**src/rtl/cpts_pkg.sv**
```systemverilog
// Package for the counter priority task scheduler: sizes, command codes, cell types.
// No dependencies.
package cpts_pkg;
   localparam int SLOTS = 16;
   localparam int SLOT_W = $clog2(SLOTS);
   localparam int CNT_W = $clog2(SLOTS) + 1;
   localparam int TIME_W = 9;
   localparam int PRIO_W = 8;
   localparam int DEPTH_W = 8;

   localparam logic [2:0] CMD_TICK = 3'd0;
   localparam logic [2:0] CMD_YIELD = 3'd1;
   localparam logic [2:0] CMD_CREATE = 3'd2;
   localparam logic [2:0] CMD_EXIT = 3'd3;
   localparam logic [2:0] CMD_PDIS = 3'd4;
   localparam logic [2:0] CMD_PEN = 3'd5;

   typedef struct packed {
      logic [2:0] cmd;
      logic [PRIO_W-1:0] new_priority;
   } req_type;

   typedef struct packed {
      logic [SLOT_W-1:0] current_task;
      logic switched;
      logic status;
      logic [SLOT_W-1:0] new_task;
   } rsp_type;

   // Action a cell applies when its contents sit at the head of the ring.
   typedef enum logic [2:0] {
      OP_NONE, OP_DEC, OP_ZERO, OP_KILL, OP_PUP, OP_PDN, OP_FILL, OP_AGE
   } op_type;

   typedef struct packed {
      logic used;
      logic running;
      logic [TIME_W-1:0] time_left;
      logic [PRIO_W-1:0] prio;
      logic [DEPTH_W-1:0] depth;
   } slot_type;
endpackage

```
**src/rtl/cpts_head.sv**
```systemverilog
// Head stage of the ring: applies the pending operation to the slot passing by.
// Depends on cpts_pkg.
module cpts_head (
   input  cpts_pkg::op_type op,
   input  cpts_pkg::slot_type slot_in,
   input  logic [cpts_pkg::PRIO_W-1:0] prio,
   output cpts_pkg::slot_type slot_out
);
   import cpts_pkg::*;
   logic [TIME_W-1:0] aged;
   assign aged = TIME_W'(slot_in.time_left >> 1) + TIME_W'(slot_in.prio);
   always_comb begin
      slot_out = slot_in;
      case (op)
         OP_DEC: if (slot_in.time_left != '0) slot_out.time_left = slot_in.time_left - 1'b1;
         OP_ZERO: slot_out.time_left = '0;
         OP_KILL: begin
            slot_out.running = 1'b0;
            slot_out.time_left = '0;
         end
         OP_PUP: if (slot_in.depth != '1) slot_out.depth = slot_in.depth + 1'b1;
         OP_PDN: if (slot_in.depth != '0) slot_out.depth = slot_in.depth - 1'b1;
         OP_FILL: begin
            slot_out.used = 1'b1;
            slot_out.running = 1'b1;
            slot_out.prio = prio;
            slot_out.time_left = TIME_W'(prio);
            slot_out.depth = '0;
         end
         OP_AGE: if (slot_in.used) slot_out.time_left = aged;
         default: slot_out = slot_in;
      endcase
   end
endmodule
```
**config.mk**
```make
export PLATFORM = sky130hd
export DESIGN_NAME = cpts_head
export DESIGN_NICKNAME = d
export VERILOG_FILES = /design/src/rtl/cpts_pkg.sv /design/src/rtl/cpts_head.sv
export SDC_FILE = /design/constraint.sdc
export NUM_CORES = 1
export LEC_CHECK = 0
export BUFFER_PORTS_ARGS = -buffer_cell sky130_fd_sc_hd__clkbuf_2
export CORE_ASPECT_RATIO = 0.6
export CORE_MARGIN = 4
export CORE_UTILIZATION = 50
export DETAILED_ROUTE_END_ITERATION = 10
export PLACE_DENSITY = 0.84
export SETUP_SLACK_MARGIN = 0.4
export SYNTH_ARGS = -nofsm -noshare
export SYNTH_HDL_FRONTEND = slang
export SYNTH_SLANG_ARGS = --single-unit
```
**constraint.sdc**
```tcl
create_clock -name vclk -period 2.6
set_clock_uncertainty 0.05 [all_clocks]
set_input_delay 0.26 -clock vclk [all_inputs]
set_output_delay 0.26 -clock vclk [all_outputs]
set_load 0.005 [all_outputs]
```
Word-level counts from Yosys, hierarchy flattened
Index checks and enable logic that the tools add are counted.
{"block": "totals", "output_inout_bits": 27, "word_cells": 24, "inputBits": 38, "register_bits": 0}
{"block": "classes", "n_reduce_logical": 3, "mux": 9, "add_sub_neg": 4, "n_eq_ne": 8}
{"operator": "9-bit one-hot mux with 4 select lines", "count": 1}
{"operator": "8-bit two-way mux", "count": 3}
{"operator": "8-bit one-hot mux with 3 select lines", "count": 1}
{"operator": "9-bit two-way mux", "count": 2}
{"operator": "3-bit == test, second input constant", "count": 4}
{"operator": "8-bit by 8-bit adder with 9-bit output", "count": 1}
{"operator": "9-bit nonzero test", "count": 1}
{"operator": "9-bit by 1-bit subtractor with 9-bit output, second input constant", "count": 1}
{"operator": "8-bit by 1-bit adder with 8-bit output, second input constant", "count": 1}
{"operator": "8-bit != test, second input constant", "count": 1}
{"operator": "8-bit nonzero test", "count": 1}
{"operator": "8-bit by 1-bit subtractor with 8-bit output, second input constant", "count": 1}
{"operator": "3-bit by 2-bit == test with 1-bit output, second input constant", "count": 2}
{"operator": "3-bit by 1-bit == test with 1-bit output, second input constant", "count": 1}
{"operator": "1-bit one-hot mux with 2 select lines", "count": 1}
{"operator": "2-bit OR reduction", "count": 1}
{"operator": "1-bit two-way mux", "count": 1}

Longest topological paths before layout
{"block": "logic_depth", "ltp_word": 3, "ltp_mapped": 8, "ltp_nobuf": 8}

Least setup slack after synthesis
OpenSTA, ideal clock, no wires.
{"block": "synth_timing", "path_kind": "input -> output", "from": "input slot_in[16] (netlist name)", "to": "output slot_out[18] (netlist name)", "stages": 7, "path_buffers": 0, "slack_ns": 0.392, "arrival_time_ns": 1.898, "cell_sequence": "inv_1 -> ha_1 -> or4b_4 -> or4b_4 -> nor3b_2 -> a21oi_1 -> o22ai_1"}
{"element": "from (decl)", "line_no": "cpts_head.sv:5", "text": "input cpts_pkg::slot_type slot_in,"}
{"element": "to (decl)", "line_no": "cpts_head.sv:7", "text": "output cpts_pkg::slot_type slot_out"}

==> results.md <==
- Period utilization: 92.47%
- Most frequent cell on the critical path: or4b_4
- Worst EP required: approximately 2300 ps
- Multi-input gate area: ~0.0015 mm2
- Hold_sp: prio[4]
- CP max-delay cell: or4b_4
- Syn_nets: about 280
- Total iterations of the first detailed-routing run: 5
- Synth top area share: between 10% and 20%
- DRC violations left: 0
- Syn-to-layout area delta: 47.28%
- Synth unique cells: 57
- Remaining Overflow, GRT: 0
- Hold-fix buffers at CTS: 0
- Clock buffer cells: 0
- CP max stage delay: between 500 and 600 ps
- Share of cells above drive strength 1: around two fifths
- Die height: 50.02 um
- 1st-iter DRT viols: around 450
- First-pass GRT wire length: 8.590 mm
- Slew headroom: 55.31%
- Fin crit period: 2404 ps
- Slew Limit Fails: 0
- Hold WC Path Type: in -> out
- Filler cells: 169
- Synth area leader: ha_1
- Pin count of the biggest net entering global routing: 16
- DR WL/cell: 19.45 um
- Pwr Density: 178.9 mW/mm2
- Fmax: ~420 MHz
- # port buffers: 65
- Gr usage total: approximately a quarter
- Dpl hpwl: 4.165 mm
- # IOs: 65
- Core area: 0.002645 mm2
- Worst Hold End: slot_out[12]
- Initial antenna violation count: 0
- Avg Cell Area, Syn: 6.397 um2
- Sequential element share of the synthesized area: 0%
- Finished Layout Cells: 342
- RSZ-0062 raised after global routing: yes
- Post-Syn Instances: 230
- Synth warnings: 0
- Crit. End Element: output pin
- Leakage: between 0.9 and 1 nW
- Worst Setup Start Kind: primary input
- Post-Route Utilization: 81.93%
- Crit Path Category: in -> out
- Storage cell area: 0 um2
- # setup viols final: 0
- Status: completed
- Seq_cells: 0
- Area of the mapped netlist: 0.001471 mm2
- DIE AREA: around 0.0039 mm2
- Via-to-Cell Ratio: 6.868
- Setup TNS: 0 ps
- Routed Antenna Nets: 0
- Cell Chain, Critical Path: buf_8, inv_6, ha_4, or4b_4, or4b_4, a21oi_2, a31oi_1, o22ai_1, buf_2
- Final Power: 387.6 uW
- Final hold vios: 0
- Hold path cells: 4
- Number of global-route vias before repair: 1789
- CP Max Fanout: 5
- Die Wd: 78.04 um
- Total Wirelength: 6.651 mm
- Inst Count DP: around 330
- Via count: approximately 2300
- Crit path arrival time: 2090 ps
- Antenna cells: 0
- Most frequent cell after synthesis: nand2_1
- GP Congestion: 0.9540
- VDD IR max: 0.0001098 V
- Least-Margin Pin Slew: 667.9 ps
- Starting density of the core: 55.63%
- # rows: 14
- Ranking of synthesized cells by area: ha_1 (10%), nand2_1 (7.4%), nor2_1 (5.9%), a21oi_1 (4.8%), mux2i_1 (4.8%)
- NumNets Final: around 360
- Max Cap Viol: 0
- Synth cell count leaders: nand2_1 (29), nor2_1 (23), inv_1 (15), a21oi_1 (14), o21ai_0 (13)
==> how the worst max path moves through the flow <==
stage | startpoint | end | slack, ps | cells past startpoint
finish | slot_in[16] | slot_out[16] | 200 | 9
global route | slot_in[16] | slot_out[16] | 130 | 9
CTS | slot_in[17] | slot_out[16] | 180 | 9
detailed placement | slot_in[16] | slot_out[16] | -6 | 9
global placement | slot_in[16] | slot_out[16] | 90 | 9
floorplan | slot_in[16] | slot_out[16] | 400 | 7
==> cells by family (layout without fill, tap and decap cells) <==
group                    Yosys count  in the layout  share of synthesized area [%]
AND/OR/NAND/NOR                   97             97                          33.33
AO/OA/AOI/OAI                     75             75                          35.80
buffers and inverters             27             99                          7.142
adder cells (fa/ha/maj)           13             13                          11.56
multiplexers                      12             12                          8.588
XOR/XNOR                           6              6                          3.571
==> final cells by class <==
cell class,instances,area share [%]
Tap cell,40,2.309
Timing Repair Buffer,83,22.92
Inverter,16,3.349
Multi-Input combinational cell,203,71.42
==> routing by layer <==
| layer | part of all wire, % | GRT usage, % | routed length [um] | up-vias |
|---|---|---|---|---|
| met3 | 15 | 5.455 | 1030 | 55 |
| met5 | 0 | 0 | 0 | - |
| met2 | 40 | 38.07 | 2685 | 272 |
| met1 | 39 | 40.60 | 2598 | 989 |
| li1 | - | - | - | 1033 |
| met4 | 5.1 | 3.198 | 336 | 0 |
==> critical path, delay by kind of cell <==
kind | cells | cell delay, ps
adders and majority gates | 1 | 140
and+or+nand+nor | 2 | 1000
AOI/OAI and AO/OA | 3 | 390
buffers and inverters | 3 | 300
==> cells in the final DEF, fill, tap and decap left out, types with 3 or more instances in the layout <==
| cell type | instances |
|---|---|
| ha_1 | 9 |
| inv_1 | 11 |
| buf_4 | 17 |
| a21o_1 | 3 |
| nand3_1 | 8 |
| nor2b_1 | 3 |
| a31oi_1 | 6 |
| a221oi_1 | 3 |
| a21oi_1 | 12 |
| buf_6 | 3 |
| nand2_1 | 29 |
| mux2_2 | 5 |
| clkbuf_2 | 56 |
| buf_2 | 5 |
| and3_1 | 4 |
| o21ai_0 | 11 |
| xnor2_1 | 4 |
| nor3_1 | 6 |
| o22ai_1 | 4 |
| nor2_1 | 22 |
| mux2i_1 | 6 |
==> metrics by stage <==
step	worst slack (ps)	hold WS [ps]	cell area [um2]
floorplan	401.8	537.8	1474
global placement	93.87	746.2	1864
detailed placement	-6.496	751.2	1864
CTS	181.0	751.2	1999
global route	128.1	786.8	2167
finish	195.8	747.6	2167
==> repair_timing <==
action | in CTS | in global routing
setup buffers | 5 | 5
pin swaps | 7 | 14
setup endpoints to repair | 16 | 16
resized for setup | 24 | 37
==> report_power, final <==
group / internal, mW / switching, mW
clock network: 0 / 0
registers: 0 / 0
logic: 0.169 / 0.219
Note: power is estimated with default switching activity, not from simulation.
