===== src/rtl/cpts_pkg.sv =====
// Package for the counter priority task scheduler: sizes, command codes, cell types.
// No dependencies.
package cpts_pkg;
   localparam int SLOTS = 16;
   localparam int SLOT_W = $clog2(SLOTS);
   localparam int CNT_W = $clog2(SLOTS) + 1;
   localparam int TIME_W = 9;
   localparam int PRIO_W = 8;
   localparam int DEPTH_W = 8;

   localparam logic [2:0] CMD_TICK = 3'd0;
   localparam logic [2:0] CMD_YIELD = 3'd1;
   localparam logic [2:0] CMD_CREATE = 3'd2;
   localparam logic [2:0] CMD_EXIT = 3'd3;
   localparam logic [2:0] CMD_PDIS = 3'd4;
   localparam logic [2:0] CMD_PEN = 3'd5;

   typedef struct packed {
      logic [2:0] cmd;
      logic [PRIO_W-1:0] new_priority;
   } req_type;

   typedef struct packed {
      logic [SLOT_W-1:0] current_task;
      logic switched;
      logic status;
      logic [SLOT_W-1:0] new_task;
   } rsp_type;

   // Action a cell applies when its contents sit at the head of the ring.
   typedef enum logic [2:0] {
      OP_NONE, OP_DEC, OP_ZERO, OP_KILL, OP_PUP, OP_PDN, OP_FILL, OP_AGE
   } op_type;

   typedef struct packed {
      logic used;
      logic running;
      logic [TIME_W-1:0] time_left;
      logic [PRIO_W-1:0] prio;
      logic [DEPTH_W-1:0] depth;
   } slot_type;
endpackage


===== src/rtl/cpts_cell.sv =====
// One slot cell of the rotating slot ring.
// Depends on cpts_pkg.
module cpts_cell (
   input  logic clock,
   input  logic load,
   input  cpts_pkg::slot_type prev,
   output cpts_pkg::slot_type slot_ff
);
   import cpts_pkg::*;
   always_ff @(posedge clock) begin
      if (load) begin
         slot_ff <= prev;
      end
   end
endmodule


===== config.mk =====
export PLATFORM = sky130hd
export DESIGN_NAME = cpts_cell
export DESIGN_NICKNAME = d
export VERILOG_FILES = /design/src/rtl/cpts_pkg.sv /design/src/rtl/cpts_cell.sv
export SDC_FILE = /design/constraint.sdc
export NUM_CORES = 1
export LEC_CHECK = 0
export ABC_AREA = 1
export BUFFER_PORTS_ARGS = -buffer_cell sky130_fd_sc_hd__buf_2
export CAP_MARGIN = 5
export CORE_MARGIN = 8
export CORE_UTILIZATION = 30
export CTS_CLUSTER_SIZE = 16
export DETAILED_ROUTE_END_ITERATION = 16
export GPL_ROUTABILITY_DRIVEN = 0
export PLACE_DENSITY = 0.67
export RECOVER_POWER = 25
export SLEW_MARGIN = 20
export SYNTH_ARGS = -nofsm -noshare
export SYNTH_HDL_FRONTEND = slang
export SYNTH_SLANG_ARGS = --single-unit

===== constraint.sdc =====
create_clock -name clock -period 0.8 [get_ports clock]
set_input_delay 0.2 -clock clock [delete_from_list [all_inputs] [get_ports clock]]
set_output_delay 0.2 -clock clock [all_outputs]
set_load 0.005 [all_outputs]

; Word level (Yosys, flattened, before mapping)
; Cells that the tools add are included.
[word_totals]
ff_bits = 27
output_inout_bits = 27
in_bits = 29

; Longest topological paths before layout
; Gate-level depths: netlist (run 1).
[depth]
depth_word = 0
mapped_depth = 0
depth_no_buf = 0

; Least setup slack after synthesis (run 1)
; OpenSTA, ideal clock, no wires.
[synth_path]
kind = register to output
from = register slot_ff[0] (netlist name)
to = output port slot_ff[0] (netlist name)
path_stages_with_launch = 1
path_slack_ps = 245
arrival_time_ps = 355
cell_sequence = edfxtp_1
[synth_lines]
columns = element, line
row1 = start: declaration, cpts_cell.sv:7  ; output cpts_pkg::slot_type slot_ff
row2 = start signal: assignment, cpts_cell.sv:12  ; slot_ff <= prev;
; No word-level cell between the ends.

; Worst setup path after layout (run 1)
[layout_path]
from = register slot_ff[12] (netlist name)
to = output port slot_ff[12] (netlist name)
; No word-level cell between the ends.

==> results of run 1 <==
power by group:
| part | leakage, nW | internal, mW | switching [mW] |
|---|---|---|---|
| logic | 0.235 | 0.134 | 0.101 |
| registers | 0.264 | 1.68 | 0.0227 |
| clock network | 0.0150 | 0.195 | 0.359 |
| total | 0.514 | 2.01 | 0.483 |
stage by stage:
step	hold slack [ns]	total power [mW]	setup WS, ns	instance area, um2	utilization
after detailed placement	0.378	1.98	-0.00446	1160	0.438
after CTS	0.0348	2.54	-0.283	1190	0.447
after global placement	0.376	1.97	0.00694	1160	0.438
final	0.0531	2.49	-0.254	1190	0.447
after floorplan	0.299	1.76	0.245	811	-
after global routing	0.0224	2.62	-0.309	1190	0.447
cell usage after synthesis:
cell	n
sky130_fd_sc_hd__edfxtp_1	27
per-layer routing:
layer / track usage / part of all wire / vias to the layer above
met4: 0.0537 / 0.0091 / 0
met5: 0 / 0 / -
met3: 0.0507 / 0.17 / 2
met2: 0.135 / 0.51 / 32
li1: - / - / 231
met1: 0.0564 / 0.31 / 222
path summary, 6_finish.rpt:
path                                  start                    end  depth (start not counted)  slack, ns
worst min-delay path               prev[10]  slot_ff[10]$_DFFE_PP_                          1       0.05
worst max-delay path  slot_ff[12]$_DFFE_PP_            slot_ff[12]                          1      -0.25
layout make-up:
type	instances	area [um2]	share of cell area
clock buffers	4	26.3	0.0221
well taps	31	38.8	0.0326
flip-flops and latches	27	811	0.681
repair buffers	57	315	0.265
layout by cell type, fill, tap and decap left out, drive strengths merged:
cell type | synthesis | layout
edfxtp | 27 | 27
buf | 0 | 57
clkbuf | 0 | 4
logic make-up (layout without fill, tap and decap cells):
kind of cell           after synthesis  count (layout)  share of synthesized area
buffers and inverters                0              61                          0
DFF                                 27              27                       1.00
==> impl_metrics.prom, run 1 <==
# TYPE chip_impl_metric gauge
chip_impl_info{name="outcome",value="complete, but fails checks"} 1
chip_impl_metric{name="cp_data_arrival_time",unit="ns"} 0.85
chip_impl_metric{name="gr-usage-all-layers",unit=""} 0.0759
chip_impl_info{name="critical-path-top-delay-family",value="flip-flops"} 1
chip_impl_metric{name="fillers",unit=""} 260
chip_impl_info{name="rsz0062_at_grt",value="true"} 1
chip_impl_metric{name="ctsResizeCount",unit=""} 0
chip_impl_metric{name="routed_via_density",unit=""} 4.09
chip_impl_metric{name="postRouteAntennaNets",unit=""} 0
chip_impl_info{name="kind_of_end_point_of_the_critical_path",value="output pin"} 1
chip_impl_metric{name="fraction_of_final_layout_cells_sized_beyond_drive_strength_1",unit=""} 0.682
chip_impl_metric{name="timing.critical_path.buf_inv",unit=""} 1
chip_impl_metric{name="placeableCoreArea",unit="um2"} 2660
chip_impl_info{name="slowest_stage",value="sky130_fd_sc_hd__edfxtp_1"} 1
chip_impl_metric{name="initial_utilization",unit=""} 0.305
chip_impl_metric{name="first_pass_iters",unit=""} 3
chip_impl_metric{name="drt-wirelength-per-cell",unit="um"} 14.7
chip_impl_metric{name="drt_wl_total",unit="um"} 1760
chip_impl_metric{name="max_cap_viol_count",unit=""} 0
chip_impl_metric{name="clkTransAtPathRegs",unit="ns"} 0.13
chip_impl_metric{name="layoutNonFillerInstCount",unit=""} 119
chip_impl_info{name="crit_chain",value="buf_2"} 1
chip_impl_metric{name="antenna_cells_inserted",unit=""} 0
chip_impl_info{name="critical_path.startpoint_type",value="register"} 1
chip_impl_info{name="register_containing_the_most_flip_flops_in_the_final_layout",value="slot_ff"} 1
chip_impl_metric{name="htree_levels",unit=""} 1
chip_impl_metric{name="synthesized_area_per_cell",unit="um2"} 30.0
chip_impl_metric{name="die_height",unit="um"} 68.0
chip_impl_metric{name="yosysUniqueCellTypes",unit=""} 1
chip_impl_metric{name="clockBufferDepth",unit=""} 2
chip_impl_metric{name="power_density",unit="nW/um2"} 2090
chip_impl_metric{name="worstPathMaxFanout",unit=""} 1
chip_impl_metric{name="final.period_utilization",unit=""} 1.32
chip_impl_metric{name="maximum_number_of_pins_on_one_net_before_global_route_repair",unit=""} 17
chip_impl_metric{name="syn-num-nets",unit=""} 56
chip_impl_metric{name="die_width",unit="um"} 68.0
chip_impl_metric{name="crit_path_max_incr_delay",unit="ns"} 0.40
chip_impl_metric{name="synth_warnings",unit=""} 0
chip_impl_metric{name="multi_input_area",unit="um2"} 0
chip_impl_metric{name="worst_slew_pin_slew",unit="ns"} 0.131
chip_impl_metric{name="first_pass_grt_wire_length",unit="um"} 2490
chip_impl_metric{name="layout_min_cycle_time",unit="ns"} 1.05
chip_impl_metric{name="clock_sinks",unit=""} 27
chip_impl_metric{name="dieArea",unit="um2"} 4620
chip_impl_metric{name="drcViolationCount",unit=""} 0
chip_impl_info{name="biggestRegsByFlops",value="slot_ff (27)"} 1
chip_impl_metric{name="vias_in_the_first_global_route",unit=""} 569
chip_impl_metric{name="slew_violations",unit=""} 0
chip_impl_metric{name="final-hold-violation-count",unit=""} 0
chip_impl_metric{name="grt_antenna_before_repair",unit=""} 0
chip_impl_metric{name="cts_hold_repair.buffers",unit=""} 0
chip_impl_metric{name="via_count",unit=""} 487
chip_impl_info{name="worst-setup-path-type",value="register to output pin"} 1
chip_impl_metric{name="power.leakage",unit="nW"} 0.514
chip_impl_info{name="synthDominantAreaCellType",value="sky130_fd_sc_hd__edfxtp_1"} 1
chip_impl_metric{name="ios",unit=""} 56
chip_impl_metric{name="fp-row-count",unit=""} 19
chip_impl_metric{name="seq_area_frac_synth",unit=""} 1.00
chip_impl_metric{name="cts_made_buffers",unit=""} 3
chip_impl_metric{name="synth_largest_type_area_fraction",unit=""} 1.00
chip_impl_metric{name="netlist_instances",unit=""} 27
chip_impl_metric{name="required",unit="ns"} 0.60
chip_impl_info{name="timing.hold.worst.class",value="input pin to register"} 1
chip_impl_metric{name="number_of_flip_flops_in_the_largest_register",unit=""} 27
chip_impl_metric{name="synthToLayoutAreaGrowth",unit="%"} 46.9
chip_impl_info{name="synthTopCellsByArea",value="sky130_fd_sc_hd__edfxtp_1 (100%)"} 1
chip_impl_metric{name="layout_setup_ws",unit="ns"} -0.254
chip_impl_metric{name="final_net_count",unit=""} 118
chip_impl_metric{name="final-setup-viol-count",unit=""} 27
chip_impl_metric{name="syn-cell-area",unit="um2"} 811
chip_impl_info{name="clock_tree.root_cell",value="sky130_fd_sc_hd__clkbuf_4"} 1
chip_impl_metric{name="tns",unit="ns"} -5.97
chip_impl_metric{name="postCtsSetupRepairBufs",unit=""} 0
chip_impl_info{name="tritoncts",value="done"} 1
chip_impl_metric{name="max_freq",unit="GHz"} 0.949
chip_impl_metric{name="multi_input_cells",unit=""} 0
chip_impl_metric{name="ff_latch_count_synth",unit=""} 27
chip_impl_metric{name="drt_iter0_drc",unit=""} 7
chip_impl_metric{name="worst_slew_margin_rel",unit=""} 0.913
chip_impl_info{name="violations",value="setup timing"} 1
chip_impl_metric{name="ir_worst_vdd",unit="mV"} 0.905
chip_impl_metric{name="gr-total-overflow",unit=""} 0
chip_impl_metric{name="placed_cells",unit=""} 115
chip_impl_metric{name="place.port_buffers",unit=""} 55
No activity file was read; power rests on OpenSTA's default activity.
==> run 2, diff against run 1 <==
--- a/config.mk
+++ b/config.mk
@@ -13,7 +13,7 @@
 export CTS_CLUSTER_SIZE = 16
 export DETAILED_ROUTE_END_ITERATION = 16
 export GPL_ROUTABILITY_DRIVEN = 0
-export PLACE_DENSITY = 0.67
+export PLACE_DENSITY_LB_ADDON = 0.15
 export RECOVER_POWER = 25
 export SLEW_MARGIN = 20
 export SYNTH_ARGS = -nofsm -noshare
==> run 2 against run 1 <==
The flow still finishes with violations (setup timing). Hold slack better by 0.00071 ns. Maximum frequency rose by 1.1%. Utilization unchanged. Global-route usage rose by 0.29 points. Die area did not move. Final cell count did not move. Clock power hardly changed. Combinational power about the same. Flip-flop and latch count stayed put. Sequential power about the same. Largest power group unchanged.
==> impl_metrics.prom, run 2 (synthesized netlist as in run 1, its figures left out) <==
# TYPE chip_impl_metric gauge
chip_impl_metric{name="crit_path_max_incr_delay",unit="ns"} 0.39
chip_impl_metric{name="switching_power",unit="mW"} 0.485
chip_impl_metric{name="dieArea",unit="um2"} 4620
chip_impl_metric{name="drcViolationCount",unit=""} 0
chip_impl_metric{name="final-hold-violation-count",unit=""} 0
chip_impl_metric{name="clockBufferDepth",unit=""} 2
chip_impl_metric{name="placed_cells",unit=""} 115
chip_impl_metric{name="final_net_count",unit=""} 118
chip_impl_metric{name="required",unit="ns"} 0.60
chip_impl_metric{name="grt_antenna_before_repair",unit=""} 0
chip_impl_metric{name="die_height",unit="um"} 68.0
chip_impl_metric{name="worst_slew_pin_slew",unit="ns"} 0.132
chip_impl_metric{name="postRouteAntennaNets",unit=""} 0
chip_impl_metric{name="register_share_of_total_power",unit=""} 0.682
chip_impl_metric{name="clock_sinks",unit=""} 27
chip_impl_metric{name="detailed_place.area",unit="um2"} 1160
chip_impl_metric{name="final-setup-viol-count",unit=""} 27
chip_impl_metric{name="drt_iter0_drc",unit=""} 2
chip_impl_info{name="slowest_stage",value="sky130_fd_sc_hd__edfxtp_1"} 1
chip_impl_metric{name="comb_pwr_share",unit=""} 0.096
chip_impl_metric{name="power_density",unit="nW/um2"} 2090
chip_impl_metric{name="post-route-cell-area",unit="um2"} 1190
chip_impl_metric{name="first_pass_grt_wire_length",unit="um"} 2590
chip_impl_metric{name="cts_made_buffers",unit=""} 3
chip_impl_metric{name="synthToLayoutAreaGrowth",unit="%"} 46.9
chip_impl_metric{name="layoutNonFillerInstCount",unit=""} 119
chip_impl_metric{name="ios",unit=""} 56
chip_impl_metric{name="multi_input_area",unit="um2"} 0
chip_impl_info{name="timing.hold.worst.class",value="input pin to register"} 1
chip_impl_metric{name="cell_internal_pwr",unit="mW"} 2.01
chip_impl_metric{name="routed_via_density",unit=""} 4.03
chip_impl_info{name="timing.critical_path.from",value="slot_ff[18]$_DFFE_PP_"} 1
chip_impl_metric{name="power.leakage",unit="nW"} 0.514
chip_impl_metric{name="die_width",unit="um"} 68.0
chip_impl_metric{name="gr-total-overflow",unit=""} 0
chip_impl_info{name="final_common_cell",value="sky130_fd_sc_hd__buf_2"} 1
chip_impl_metric{name="gr-usage-all-layers",unit=""} 0.0788
chip_impl_info{name="rsz0062_at_grt",value="true"} 1
chip_impl_metric{name="cts_hold_repair.buffers",unit=""} 0
chip_impl_metric{name="final.period_utilization",unit=""} 1.30
chip_impl_metric{name="postCtsSetupRepairBufs",unit=""} 0
chip_impl_info{name="critical_path.startpoint_type",value="register"} 1
chip_impl_metric{name="worstPathMaxFanout",unit=""} 1
chip_impl_metric{name="place.port_buffers",unit=""} 55
chip_impl_info{name="clock_tree.root_cell",value="sky130_fd_sc_hd__clkbuf_4"} 1
chip_impl_metric{name="cp_data_arrival_time",unit="ns"} 0.84
chip_impl_metric{name="number_of_flip_flops_in_the_largest_register",unit=""} 27
chip_impl_metric{name="drt-wirelength-per-cell",unit="um"} 15.4
chip_impl_info{name="violations",value="setup timing"} 1
chip_impl_metric{name="max_freq",unit="GHz"} 0.959
chip_impl_info{name="register_containing_the_most_flip_flops_in_the_final_layout",value="slot_ff"} 1
chip_impl_metric{name="clkTransAtPathRegs",unit="ns"} 0.13
chip_impl_metric{name="fraction_of_final_layout_cells_sized_beyond_drive_strength_1",unit=""} 0.682
chip_impl_metric{name="antenna_cells_inserted",unit=""} 0
chip_impl_metric{name="clockPowerShare",unit=""} 0.222
chip_impl_info{name="layout_common_cells",value="sky130_fd_sc_hd__buf_2 (55), sky130_fd_sc_hd__edfxtp_1 (27), sky130_fd_sc_hd__clkbuf_4 (3)"} 1
chip_impl_metric{name="ir_worst_vdd",unit="mV"} 1.15
chip_impl_metric{name="vias_in_the_first_global_route",unit=""} 558
chip_impl_metric{name="layout_setup_ws",unit="ns"} -0.242
chip_impl_metric{name="timing.critical_path.buf_inv",unit=""} 1
chip_impl_metric{name="placeableCoreArea",unit="um2"} 2660
chip_impl_info{name="worst-setup-path-type",value="register to output pin"} 1
chip_impl_metric{name="min_delay_path_depth",unit=""} 1
chip_impl_metric{name="slew_violations",unit=""} 0
chip_impl_metric{name="fp-row-count",unit=""} 19
chip_impl_metric{name="first_pass_iters",unit=""} 3
chip_impl_metric{name="multi_input_cells",unit=""} 0
chip_impl_metric{name="worst_slew_margin_rel",unit=""} 0.912
chip_impl_metric{name="max_cap_viol_count",unit=""} 0
chip_impl_info{name="critical-path-top-delay-family",value="flip-flops"} 1
chip_impl_info{name="tritoncts",value="done"} 1
chip_impl_metric{name="via_count",unit=""} 479
chip_impl_metric{name="maximum_number_of_pins_on_one_net_before_global_route_repair",unit=""} 16
chip_impl_info{name="hold_path.startpoint",value="prev[4]"} 1
chip_impl_info{name="biggestRegsByFlops",value="slot_ff (27)"} 1
chip_impl_metric{name="htree_levels",unit=""} 1
chip_impl_metric{name="initial_utilization",unit=""} 0.305
chip_impl_info{name="crit_chain",value="buf_2"} 1
chip_impl_metric{name="worst-path-stages",unit=""} 1
chip_impl_metric{name="layout_min_cycle_time",unit="ns"} 1.04
chip_impl_info{name="outcome",value="complete, but fails checks"} 1
chip_impl_info{name="kind_of_end_point_of_the_critical_path",value="output pin"} 1
chip_impl_metric{name="drt_wl_total",unit="um"} 1830
chip_impl_metric{name="power.switching_fraction",unit=""} 0.195
chip_impl_metric{name="fillers",unit=""} 246
-- run 2: what timing repair did --
item / 4_1_cts / 5_1_grt
setup endpoints to repair: 27 / 27
hold endpoints to repair: 0 / 0
gates cloned: 0 / 0
gates resized for setup: 0 / 0
-- run 2: through the flow --
step	worst slack, ns	TNS [ns]	utilization	total power, mW	hold WS [ns]
detailed placement	0.00260	0	0.438	1.98	0.378
finish	-0.242	-5.96	0.447	2.49	0.0538
global placement	0.00876	0	0.438	1.98	0.377
global route	-0.299	-7.49	0.447	2.61	0.0229
floorplan	0.245	0	-	1.76	0.299
CTS	-0.271	-6.55	0.447	2.53	0.0365
-- run 2: final cells by class --
type | count | area (um2) | share of cell area
repair buffers | 57 | 315 | 0.265
clock buffers | 4 | 26.3 | 0.0221
flip-flops and latches | 27 | 811 | 0.681
well taps | 31 | 38.8 | 0.0326
-- run 2: path summary, 6_finish.rpt --
check	slack, ns	end
worst min-delay path	0.05	slot_ff[4]$_DFFE_PP_
worst max-delay path	-0.24	slot_ff[18]
-- run 2: power groups by stage --
| stage | clock network [mW] | registers [mW] | logic [mW] |
|---|---|---|---|
| 6_report | 0.553 | 1.70 | 0.238 |
| 4_1_cts | 0.584 | 1.70 | 0.247 |
| 3_3_place_gp | 0 | 1.74 | 0.244 |
| 3_5_place_dp | 0 | 1.73 | 0.248 |
| 5_1_grt | 0.631 | 1.71 | 0.267 |
| 2_1_floorplan | 0 | 1.76 | 0 |
-- run 2: layer usage --
layer  global-route usage  up-vias  share of wire
met5                    0        -              0
met4               0.0384        0         0.0049
met3               0.0622        2           0.20
met2                0.102       38           0.38
met1               0.0917      209           0.42
li1                     -      230              -
